`config.mk`:
```
export PLATFORM = sky130hd
export DESIGN_NAME = touch_click_classifier_core
export DESIGN_NICKNAME = d
export VERILOG_FILES = /design/src/rtl/tcc_pkg.sv /design/src/rtl/touch_click_classifier_core.sv /design/src/rtl/tcc_step.sv
export SDC_FILE = /design/constraint.sdc
export NUM_CORES = 2
export LEC_CHECK = 0
export BUFFER_PORTS_ARGS = -buffer_cell sky130_fd_sc_hd__buf_2
export CORE_ASPECT_RATIO = 1.4
export CORE_MARGIN = 2
export CORE_UTILIZATION = 45
export DETAILED_ROUTE_END_ITERATION = 8
export SYNTH_ARGS = -nofsm -noshare
export SYNTH_HDL_FRONTEND = slang
export SYNTH_SLANG_ARGS = --single-unit
```
`constraint.sdc`:
```
create_clock -name clk -period 44.9 [get_ports clk]
set_input_delay 11.225 -clock clk [delete_from_list [all_inputs] [get_ports clk]]
set_output_delay 11.225 -clock clk [all_outputs]
set_load 0.02 [all_outputs]
```
`src/rtl/tcc_pkg.sv`:
```
// Shared types and constants of the touch click classifier.
package tcc_pkg;

  localparam int COORD_BITS = 13;
  localparam int CFG_DATA_BITS = 16;
  localparam int CFG_INDEX_BITS = 3;
  localparam int SUM_BITS = 16;
  localparam int RADIUS_BITS = 13;

  // Input commands
  localparam logic [3:0] CMD_START   = 4'd0;
  localparam logic [3:0] CMD_P1_DOWN = 4'd1;
  localparam logic [3:0] CMD_P1_MOVE = 4'd2;
  localparam logic [3:0] CMD_P1_UP   = 4'd3;
  localparam logic [3:0] CMD_P2_DOWN = 4'd4;
  localparam logic [3:0] CMD_P2_MOVE = 4'd5;
  localparam logic [3:0] CMD_P2_UP   = 4'd6;
  localparam logic [3:0] CMD_CANCEL  = 4'd7;
  localparam logic [3:0] CMD_TICK    = 4'd8;

  // Result actions
  localparam logic [2:0] ACT_CLICK      = 3'd0;
  localparam logic [2:0] ACT_LONG       = 3'd1;
  localparam logic [2:0] ACT_DOUBLE     = 3'd2;
  localparam logic [2:0] ACT_DUAL       = 3'd3;
  localparam logic [2:0] ACT_SINGLE     = 3'd4;
  localparam logic [2:0] ACT_START_DUAL = 3'd5;

  // Gesture modes
  localparam logic [1:0] MODE_NONE   = 2'd0;
  localparam logic [1:0] MODE_LONG   = 2'd1;
  localparam logic [1:0] MODE_DOUBLE = 2'd2;
  localparam logic [1:0] MODE_DUAL   = 2'd3;

  // Configuration register indexes
  localparam logic [CFG_INDEX_BITS-1:0] CFG_CLICK_DETECT  = 3'd0;
  localparam logic [CFG_INDEX_BITS-1:0] CFG_MOVE_TOL      = 3'd1;
  localparam logic [CFG_INDEX_BITS-1:0] CFG_DOUBLE_RADIUS = 3'd2;
  localparam logic [CFG_INDEX_BITS-1:0] CFG_LONG_TICKS    = 3'd3;
  localparam logic [CFG_INDEX_BITS-1:0] CFG_DUAL_BEGIN    = 3'd4;
  localparam logic [CFG_INDEX_BITS-1:0] CFG_DUAL_END      = 3'd5;
  localparam logic [CFG_INDEX_BITS-1:0] CFG_DOUBLE_MAX    = 3'd6;

  // Configuration reset values
  localparam logic [15:0] RST_MOVE_TOL      = 16'd32;
  localparam logic [12:0] RST_DOUBLE_RADIUS = 13'd208;
  localparam logic [15:0] RST_LONG_TICKS    = 16'd400;
  localparam logic [15:0] RST_DUAL_BEGIN    = 16'd100;
  localparam logic [15:0] RST_DUAL_END      = 16'd300;
  localparam logic [15:0] RST_DOUBLE_MAX    = 16'd400;

  typedef struct packed {
    logic [3:0]            cmd;
    logic [COORD_BITS-1:0] pos_x;
    logic [COORD_BITS-1:0] pos_y;
  } tcc_in_t;

  typedef struct packed {
    logic [2:0]            action;
    logic [COORD_BITS-1:0] first_x;
    logic [COORD_BITS-1:0] first_y;
    logic [COORD_BITS-1:0] second_x;
    logic [COORD_BITS-1:0] second_y;
    logic                  last;
  } tcc_out_t;

  typedef struct packed {
    logic                   click_detect;
    logic [SUM_BITS-1:0]    move_tolerance_px;
    logic [RADIUS_BITS-1:0] double_radius_px;
    logic [15:0]            long_click_ticks;
    logic [15:0]            dual_begin_ticks;
    logic [15:0]            dual_end_ticks;
    logic [15:0]            double_max_ticks;
  } tcc_cfg_t;

  typedef struct packed {
    logic [COORD_BITS-1:0] x;
    logic [COORD_BITS-1:0] y;
  } tcc_point_t;

  typedef struct packed {
    logic                running;
    logic                detect_on;
    logic [1:0]          mode;
    logic [1:0]          held;
    tcc_point_t          first_down;
    tcc_point_t          first_moved;
    logic [SUM_BITS-1:0] first_sum;
    tcc_point_t          second_down;
    tcc_point_t          second_moved;
    logic [SUM_BITS-1:0] second_sum;
  } tcc_state_t;

  // Results of one transaction: count and up to two items in order
  typedef struct packed {
    logic [1:0] count;
    tcc_out_t   res0;
    tcc_out_t   res1;
  } tcc_res_t;

endpackage

```
`src/rtl/touch_click_classifier_core.sv`:
```
// Top level of the touch click classifier: state, config and result queue.
//
//  channel | signals                          | accepted when
//  --------+----------------------------------+--------------------------
//  input   | in_valid, in_ready, in_data      | in_valid && in_ready
//  result  | out_valid, out_ready, out_data   | out_valid && out_ready
//  config  | cfg_we, cfg_index, cfg_wdata     | cfg_we
//
// Each input transaction updates the gesture state in the cycle it is accepted;
// its zero, one or two results enter a four-entry result queue at the same edge.
// The queue drains one result per cycle while out_ready is high; items with at most one result
// can be taken every cycle while results are taken, but a run of two-result items cannot.
// in_ready drops while fewer than two slots are free.
// Each result reaches out_data once the results queued before it have been taken.
// Synchronous active-low reset clears the state and the queue and loads config defaults.
module touch_click_classifier_core #(
  parameter int TIME_BITS = 16
) (
  input  logic                                   clk,
  input  logic                                   rst_n,
  input  logic                                   in_valid,
  output logic                                   in_ready,
  input  tcc_pkg::tcc_in_t                       in_data,
  output logic                                   out_valid,
  input  logic                                   out_ready,
  output tcc_pkg::tcc_out_t                      out_data,
  input  logic                                   cfg_we,
  input  logic [tcc_pkg::CFG_INDEX_BITS-1:0]     cfg_index,
  input  logic [tcc_pkg::CFG_DATA_BITS-1:0]      cfg_wdata
);

  localparam int OQ_DEPTH = 4;
  localparam int OQ_AW    = $clog2(OQ_DEPTH);

  tcc_pkg::tcc_cfg_t   cfg_r;
  tcc_pkg::tcc_state_t st_r, st_nxt;
  logic [TIME_BITS-1:0] el_r, el_nxt;
  tcc_pkg::tcc_res_t   res;

  tcc_pkg::tcc_out_t   oq_mem [OQ_DEPTH];
  logic [OQ_AW-1:0]    wp_r, rp_r;
  logic [OQ_AW:0]      cnt_r;
  logic                in_acc, out_acc;

  assign in_acc  = in_valid && in_ready;
  assign out_acc = out_valid && out_ready;

  tcc_step #(.TIME_BITS(TIME_BITS)) u_step (
    .cfg_i (cfg_r),
    .st_i  (st_r),
    .el_i  (el_r),
    .in_i  (in_data),
    .st_o  (st_nxt),
    .el_o  (el_nxt),
    .res_o (res)
  );

  always_ff @(posedge clk) begin
    if (!rst_n) begin
      cfg_r.click_detect      <= 1'b1;
      cfg_r.move_tolerance_px <= tcc_pkg::RST_MOVE_TOL;
      cfg_r.double_radius_px  <= tcc_pkg::RST_DOUBLE_RADIUS;
      cfg_r.long_click_ticks  <= tcc_pkg::RST_LONG_TICKS;
      cfg_r.dual_begin_ticks  <= tcc_pkg::RST_DUAL_BEGIN;
      cfg_r.dual_end_ticks    <= tcc_pkg::RST_DUAL_END;
      cfg_r.double_max_ticks  <= tcc_pkg::RST_DOUBLE_MAX;
    end else if (cfg_we) begin
      case (cfg_index)
        tcc_pkg::CFG_CLICK_DETECT:  cfg_r.click_detect      <= cfg_wdata[0];
        tcc_pkg::CFG_MOVE_TOL:      cfg_r.move_tolerance_px <= cfg_wdata;
        tcc_pkg::CFG_DOUBLE_RADIUS:
          cfg_r.double_radius_px <= cfg_wdata[tcc_pkg::RADIUS_BITS-1:0];
        tcc_pkg::CFG_LONG_TICKS:    cfg_r.long_click_ticks  <= cfg_wdata;
        tcc_pkg::CFG_DUAL_BEGIN:    cfg_r.dual_begin_ticks  <= cfg_wdata;
        tcc_pkg::CFG_DUAL_END:      cfg_r.dual_end_ticks    <= cfg_wdata;
        tcc_pkg::CFG_DOUBLE_MAX:    cfg_r.double_max_ticks  <= cfg_wdata;
        default: ;
      endcase
    end
  end

  always_ff @(posedge clk) begin
    if (!rst_n) begin
      st_r <= '0;
      el_r <= '0;
    end else if (in_acc) begin
      st_r <= st_nxt;
      el_r <= el_nxt;
    end
  end

  // Result queue: push up to two results, pop one
  always_ff @(posedge clk) begin
    if (in_acc && res.count != 2'd0) begin
      oq_mem[wp_r] <= res.res0;
    end
    if (in_acc && res.count == 2'd2) begin
      oq_mem[wp_r + OQ_AW'(1)] <= res.res1;
    end
  end

  always_ff @(posedge clk) begin
    if (!rst_n) begin
      wp_r  <= '0;
      rp_r  <= '0;
      cnt_r <= '0;
    end else begin
      if (in_acc) begin
        wp_r <= wp_r + OQ_AW'(res.count);
      end
      if (out_acc) begin
        rp_r <= rp_r + OQ_AW'(1);
      end
      cnt_r <= cnt_r + (in_acc ? (OQ_AW+1)'(res.count) : '0) -
               (out_acc ? (OQ_AW+1)'(1) : '0);
    end
  end

  assign in_ready  = cnt_r <= (OQ_AW+1)'(OQ_DEPTH - 2);
  assign out_valid = cnt_r != '0;
  assign out_data  = oq_mem[rp_r];

endmodule

```
`src/rtl/tcc_step.sv`:
```
// Next-state and result logic of the classifier for one input transaction.
module tcc_step #(
  parameter int TIME_BITS = 16
) (
  input  tcc_pkg::tcc_cfg_t   cfg_i,
  input  tcc_pkg::tcc_state_t st_i,
  input  logic [TIME_BITS-1:0] el_i,
  input  tcc_pkg::tcc_in_t    in_i,
  output tcc_pkg::tcc_state_t st_o,
  output logic [TIME_BITS-1:0] el_o,
  output tcc_pkg::tcc_res_t   res_o
);

  localparam int TW = (TIME_BITS > 16) ? TIME_BITS : 16;
  localparam int CB = tcc_pkg::COORD_BITS;
  localparam int SB = tcc_pkg::SUM_BITS;

  function automatic logic [CB-1:0] abs_diff(input logic [CB-1:0] a, input logic [CB-1:0] b);
    return (a > b) ? (a - b) : (b - a);
  endfunction

  function automatic logic [SB-1:0] add_move(input logic [SB-1:0] sum,
                                             input tcc_pkg::tcc_point_t from,
                                             input tcc_pkg::tcc_point_t to);
    logic [SB+1:0] s;
    s = (SB+2)'(sum) + (SB+2)'(abs_diff(to.x, from.x)) + (SB+2)'(abs_diff(to.y, from.y));
    return (s > (SB+2)'({SB{1'b1}})) ? {SB{1'b1}} : s[SB-1:0];
  endfunction

  tcc_pkg::tcc_state_t mid;
  tcc_pkg::tcc_point_t p;
  logic [TIME_BITS-1:0] el_mid;
  logic                 fin;
  logic                 canc;
  logic [CB-1:0]        dx, dy;
  logic [2*CB-1:0]      dx2, dy2;
  logic [2*CB:0]        dist2;
  logic [2*tcc_pkg::RADIUS_BITS-1:0] r2;
  logic                 hit;
  logic [SB-1:0]        fsum_new, ssum_new;
  logic [1:0]           held_inc, held_dec;

  assign p.x = in_i.pos_x;
  assign p.y = in_i.pos_y;

  // Double-click distance against the stored first-down position
  assign dx    = abs_diff(p.x, st_i.first_down.x);
  assign dy    = abs_diff(p.y, st_i.first_down.y);
  assign dx2   = dx * dx;
  assign dy2   = dy * dy;
  assign dist2 = (2*CB+1)'(dx2) + (2*CB+1)'(dy2);
  assign r2    = cfg_i.double_radius_px * cfg_i.double_radius_px;
  assign hit   = (st_i.mode == tcc_pkg::MODE_DOUBLE) &&
                 (dist2 < (2*CB+1)'(r2));

  assign fsum_new = add_move(st_i.first_sum, st_i.first_moved, p);
  assign ssum_new = add_move(st_i.second_sum, st_i.second_moved, p);
  assign held_inc = (st_i.held != 2'd3) ? st_i.held + 2'd1 : st_i.held;
  assign held_dec = (st_i.held != 2'd0) ? st_i.held - 2'd1 : st_i.held;

  always_comb begin
    mid    = st_i;
    el_mid = el_i;
    fin    = 1'b0;
    canc   = 1'b0;
    if (in_i.cmd == tcc_pkg::CMD_START) begin
      if (!st_i.running) begin
        mid.detect_on  = cfg_i.click_detect;
        el_mid         = '0;
        mid.mode       = tcc_pkg::MODE_LONG;
        mid.held       = 2'd0;
        mid.first_sum  = '0;
        mid.second_sum = '0;
        mid.running    = 1'b1;
      end
    end else if (st_i.running) begin
      case (in_i.cmd)
        tcc_pkg::CMD_P1_DOWN: begin
          mid.held        = held_inc;
          mid.first_down  = p;
          mid.first_moved = p;
          mid.first_sum   = '0;
          fin             = hit;
        end
        tcc_pkg::CMD_P1_MOVE: begin
          mid.first_sum   = fsum_new;
          mid.first_moved = p;
          canc            = 1'b1;
          fin = (fsum_new >= cfg_i.move_tolerance_px) &&
                ((st_i.mode == tcc_pkg::MODE_LONG) ||
                 (st_i.mode == tcc_pkg::MODE_DUAL && st_i.held == 2'd2));
        end
        tcc_pkg::CMD_P1_UP: begin
          mid.held = held_dec;
          if (st_i.mode == tcc_pkg::MODE_LONG) begin
            mid.mode = tcc_pkg::MODE_DOUBLE;
          end else if (st_i.mode == tcc_pkg::MODE_DUAL && held_dec == 2'd0) begin
            fin = 1'b1;
          end
        end
        tcc_pkg::CMD_P2_DOWN: begin
          mid.held         = held_inc;
          mid.second_down  = p;
          mid.second_moved = p;
          mid.second_sum   = '0;
          mid.mode         = tcc_pkg::MODE_DUAL;
          canc             = 1'b1;
          fin              = TW'(el_i) > TW'(cfg_i.dual_begin_ticks);
        end
        tcc_pkg::CMD_P2_MOVE: begin
          mid.second_sum   = ssum_new;
          mid.second_moved = p;
          canc             = 1'b1;
          fin = (st_i.mode == tcc_pkg::MODE_DUAL) && (st_i.held == 2'd2) &&
                (ssum_new >= cfg_i.move_tolerance_px);
        end
        tcc_pkg::CMD_P2_UP: begin
          mid.held = held_dec;
        end
        tcc_pkg::CMD_CANCEL: begin
          mid.mode = tcc_pkg::MODE_NONE;
          fin      = 1'b1;
        end
        tcc_pkg::CMD_TICK: begin
          if (el_i != {TIME_BITS{1'b1}}) begin
            el_mid = el_i + 1'b1;
          end
          case (st_i.mode)
            tcc_pkg::MODE_LONG: begin
              fin = !st_i.detect_on || (TW'(el_mid) >= TW'(cfg_i.long_click_ticks));
            end
            tcc_pkg::MODE_DOUBLE: begin
              canc = 1'b1;
              fin  = !st_i.detect_on || (TW'(el_mid) >= TW'(cfg_i.double_max_ticks));
            end
            tcc_pkg::MODE_DUAL: begin
              canc = 1'b1;
              fin  = !st_i.detect_on || (TW'(el_mid) >= TW'(cfg_i.dual_end_ticks));
            end
            default: fin = 1'b1;
          endcase
        end
        default: ;
      endcase
    end
  end

  // Decision results from the updated state, then go idle
  always_comb begin
    res_o = '0;
    st_o  = mid;
    el_o  = el_mid;
    if (fin) begin
      st_o.running = 1'b0;
      st_o.mode    = tcc_pkg::MODE_NONE;
      case (mid.mode)
        tcc_pkg::MODE_LONG: begin
          res_o.count = 2'd1;
          if (!mid.detect_on) begin
            res_o.count        = 2'd2;
            res_o.res0.action  = tcc_pkg::ACT_SINGLE;
            res_o.res0.first_x = mid.first_moved.x;
            res_o.res0.first_y = mid.first_moved.y;
            res_o.res1.action  = tcc_pkg::ACT_CLICK;
            res_o.res1.first_x = mid.first_down.x;
            res_o.res1.first_y = mid.first_down.y;
            res_o.res1.last    = 1'b1;
          end else if (canc) begin
            res_o.res0.action  = tcc_pkg::ACT_SINGLE;
            res_o.res0.first_x = mid.first_moved.x;
            res_o.res0.first_y = mid.first_moved.y;
            res_o.res0.last    = 1'b1;
          end else begin
            res_o.res0.action  = tcc_pkg::ACT_LONG;
            res_o.res0.first_x = mid.first_down.x;
            res_o.res0.first_y = mid.first_down.y;
            res_o.res0.last    = 1'b1;
          end
        end
        tcc_pkg::MODE_DOUBLE: begin
          res_o.count        = 2'd1;
          res_o.res0.action  = canc ? tcc_pkg::ACT_CLICK : tcc_pkg::ACT_DOUBLE;
          res_o.res0.first_x = mid.first_down.x;
          res_o.res0.first_y = mid.first_down.y;
          res_o.res0.last    = 1'b1;
        end
        tcc_pkg::MODE_DUAL: begin
          res_o.res0.last = 1'b1;
          if (!canc) begin
            res_o.count         = 2'd1;
            res_o.res0.action   = tcc_pkg::ACT_DUAL;
            res_o.res0.first_x  = mid.first_down.x;
            res_o.res0.first_y  = mid.first_down.y;
            res_o.res0.second_x = mid.second_down.x;
            res_o.res0.second_y = mid.second_down.y;
          end else if (mid.held == 2'd1) begin
            res_o.count        = 2'd1;
            res_o.res0.action  = tcc_pkg::ACT_SINGLE;
            res_o.res0.first_x = mid.first_moved.x;
            res_o.res0.first_y = mid.first_moved.y;
          end else if (mid.held != 2'd0) begin
            res_o.count         = 2'd1;
            res_o.res0.action   = tcc_pkg::ACT_START_DUAL;
            res_o.res0.first_x  = mid.first_moved.x;
            res_o.res0.first_y  = mid.first_moved.y;
            res_o.res0.second_x = mid.second_moved.x;
            res_o.res0.second_y = mid.second_moved.y;
          end
        end
        default: ;
      endcase
    end
  end

endmodule

```
==> results.py <==
metrics = {
    "status": {
        "run_status": "complete, no violations",
    },
    "clock_tree": {
        "postCtsSetupRepairBufs": 0,
        "ctsRootBufferMaster": "clkbuf_16",
        "cts_num_sinks": 485,
        "htree_levels": 2,
        "clk_path_buf_depth": 3,
        "worst_skew_pair.late_latency_ps": 650,
        "cts.hold.buffers_added": 0,
        "clkSlewWorstSetupHoldPaths_ps": 60,
        "tritoncts": "built",
        "post_cts_resized": 0,
        "num_cts_buffers": 50,
    },
    "critical_path": {
        "cp-start-kind": "input pin",
        "crit_path_end_kind": "register",
        "critPathMostFrequentCell": "fa_1",
        "critPathKind": "in -> reg",
        "timing.critical_path.slowest_stage_cell": "and4_1",
        "reg2reg_to": "oq_mem[3][43]",
        "reg2reg_slack_ps": 30060,
        "rr_worst_depth": 43,
        "worst_path_buffer_plus_inverter_count": 7,
        "critPathMaxStageDelay_ps": 1040,
        "worst_ep_required_time_ps": 45360,
        "rr_startpoint": "st_r[126]",
        "critical_path_stages": 45,
        "critPathTopFamily": "compound AO/OA/AOI/OAI gates",
        "critPathArrivalTime_ps": 26060,
        "critical_path_peak_fanout": 27,
    },
    "routing": {
        "via_count": 39170,
        "routed_wl_mm": 147.0,
        "wl_per_cell_um": 21.30,
        "first_pass_iteration_count_of_the_detailed_router": 6,
        "route.detailed.drc": 0,
        "route.detailed.vias_per_inst": 5.675,
        "detail-route-antenna-nets": 0,
        "drt-initial-drc-count": 2556,
    },
    "sta": {
        "max_freq_mhz": 39.06,
        "tightestPinTransition_ps": 1137,
        "final.setup.tns_ps": 0,
        "timing_max_transition_violations_final": 0,
        "timing.slew.headroom_pct": 24.03,
        "rsz0062_at_grt": "no",
        "finalWorstPathRequiredPeriod_ps": 25600,
        "setup_viol": 0,
        "finalClockSkew_ps": 46.72,
        "hold_viol": 0,
        "finalWorstSetupSlack_ps": 19300,
        "layout_worst_path_cycle_share_pct": 57.03,
    },
    "place": {
        "place_congestion": 0.9629,
        "detailedPlacementHpwl_mm": 113.4,
        "placement.io_buffers": 111,
        "pre_cts_ws_ps": 18800,
    },
    "final_layout": {
        "register_area_sq_mm": 0.01080,
        "multi_input_comb_area_sq_mm": 0.03302,
        "syn_to_final_growth_pct": 7.482,
        "n_fill_cell": 10090,
        "fin_nets": 6441,
        "drive_gt1_share_pct": 7.604,
    },
    "floorplan": {
        "fp.dieArea_sq_mm": 0.1080,
        "fp.coreArea_sq_mm": 0.1042,
        "start_util_pct": 45.47,
        "die_x_um": 278.3,
        "rows": 140,
        "pin_count": 112,
        "vertical_extent_of_the_die_um": 388.0,
    },
    "synthesis": {
        "synth.distinct_cells": 91,
        "synthMostInstantiatedCell": "nand2_1",
        "synth_area_leader": "dfxtp_1",
        "synth_area_leaders": "dfxtp_1 16%, fa_1 15%, ha_1 14%",
        "mappedNetlistArea_sq_mm": 0.04739,
        "synth.ff_latch_count": 485,
        "synthCells": 5541,
        "post_synthesis_net_count": 6470,
        "synth.top_cells.by_count": "699 x nand2_1, 684 x inv_1, 517 x ha_1",
        "yosysSeqAreaShare_pct": 22.77,
        "post_synth.cell_area_avg_sq_um": 8.553,
        "async_reset_ff_share_pct": 0,
        "synth_warnings": 0,
        "netlist.area_leader.share_pct": 15.92,
        "postSynth.topFlopCell": "dfxtp_1",
        "edff_count_synth": 108,
    },
    "global_route": {
        "grt_first_pass_wirelength_mm": 227.7,
        "grt_usage_pct": 27.08,
        "overflow_left_after_global_routing": 0,
        "antenna_found_initial": 7,
        "grt_pass1_vias": 39620,
        "grt_max_degree": 78,
    },
    "run": {
        "number_of_maximum_capacitance_constraint_violations": 0,
    },
    "min_path": {
        "worstHoldEndpoint": "oq_mem[3][21]",
        "hold-path-cell-count": 2,
        "timing.hold.worst.start": "oq_mem[3][21]",
        "hp-class": "reg -> reg",
    },
}
## per-stage QoR
step / hold WS [ps] / util (%) / std cells / area [sq um]
6_report: 450.6 / 48.87 / 6903 / 50940
5_1_grt: 475.0 / 48.87 / 6902 / 50940
4_1_cts: 453.2 / 48.86 / 6899 / 50930
3_5_place_dp: 445.7 / 47.16 / 6809 / 49150
3_3_place_gp: 435.6 / 47.16 / 6809 / 49150
2_1_floorplan: 428.7 / - / 5541 / 47390
## sequential cells by signal (all words and copies together) (netlist names), named ones only
signal,cells
oq_mem,224
cnt_r,3
rp_r,2
st_r,142
cfg_r,94
el_r,16
wp_r,2
## layout make-up
cell class              instances  area share, %
diodes                          4        0.01965
clock buffers                  68          2.768
clock inverters                22         0.7172
inverters                     692          5.104
multi-input cells            4107          64.83
flip-flops and latches        485          21.19
well taps                    1349          3.314
repair buffers                176          2.053
## cells in the final DEF (no fill, tap or decap), types with 16 or more instances in the layout
cell type	instances
mux2i_1	124
o21ai_0	165
edfxtp_1	108
nor3_1	86
a21boi_0	97
o21bai_1	25
mux2_2	19
mux4_2	56
dfxtp_1	375
a21oi_1	421
nand3_1	91
xor2_1	66
nand2b_1	54
a21o_1	110
buf_4	66
a31oi_1	16
ha_1	517
clkbuf_16	51
nand4_1	30
and3_1	30
a211oi_1	35
buf_2	110
nand2_1	699
and2_1	67
nor2b_1	43
fa_1	358
or3_1	17
nor2_1	429
o211ai_1	31
o21a_1	36
inv_1	684
xnor2_1	121
or2_2	46
o22ai_1	96
## how the worst max path moves through the flow
| stage | start | endpoint | slack [ps] |
|---|---|---|---|
| floorplan | in_data[1] | cnt_r[2] | 21750 |
| global placement | in_data[14] | oq_mem[3][36] | 19110 |
| detailed placement | in_data[14] | oq_mem[3][32] | 18800 |
| CTS | in_data[14] | oq_mem[3][32] | 19390 |
| global route | in_data[14] | oq_mem[3][32] | 18290 |
| finish | in_data[14] | oq_mem[3][43] | 19300 |
## per-layer routing
layer  up-vias  GRT usage (%)  wire [um]
li1      18650              -          -
met1     19120          31.06      56370
met5         -              0         11
met3       347          2.133       5781
met4         2          17.29      10720
met2      1055          48.45      74140
## tightest hold or removal path, delay by kind of cell, from the launching register on
kind / cells / cell delay (ps)
simple gates: 1 / 50
flops: 1 / 310
compound gates: 1 / 50
## cells by family (layout without fill, tap and decap cells)
family	Yosys count	in the layout	share of synthesized area (%)
compound gates	1198	1198	16.11
xor+xnor	187	187	3.456
fa+ha+maj	877	877	28.81
buf+inv	949	958	7.661
flops	485	485	22.77
mux	199	199	5.732
other cells	1	5	0.007913
simple gates	1645	1645	15.45
Power is not shown: default switching activity piles up to over one toggle a cycle in this logic, so the estimate is an artifact.
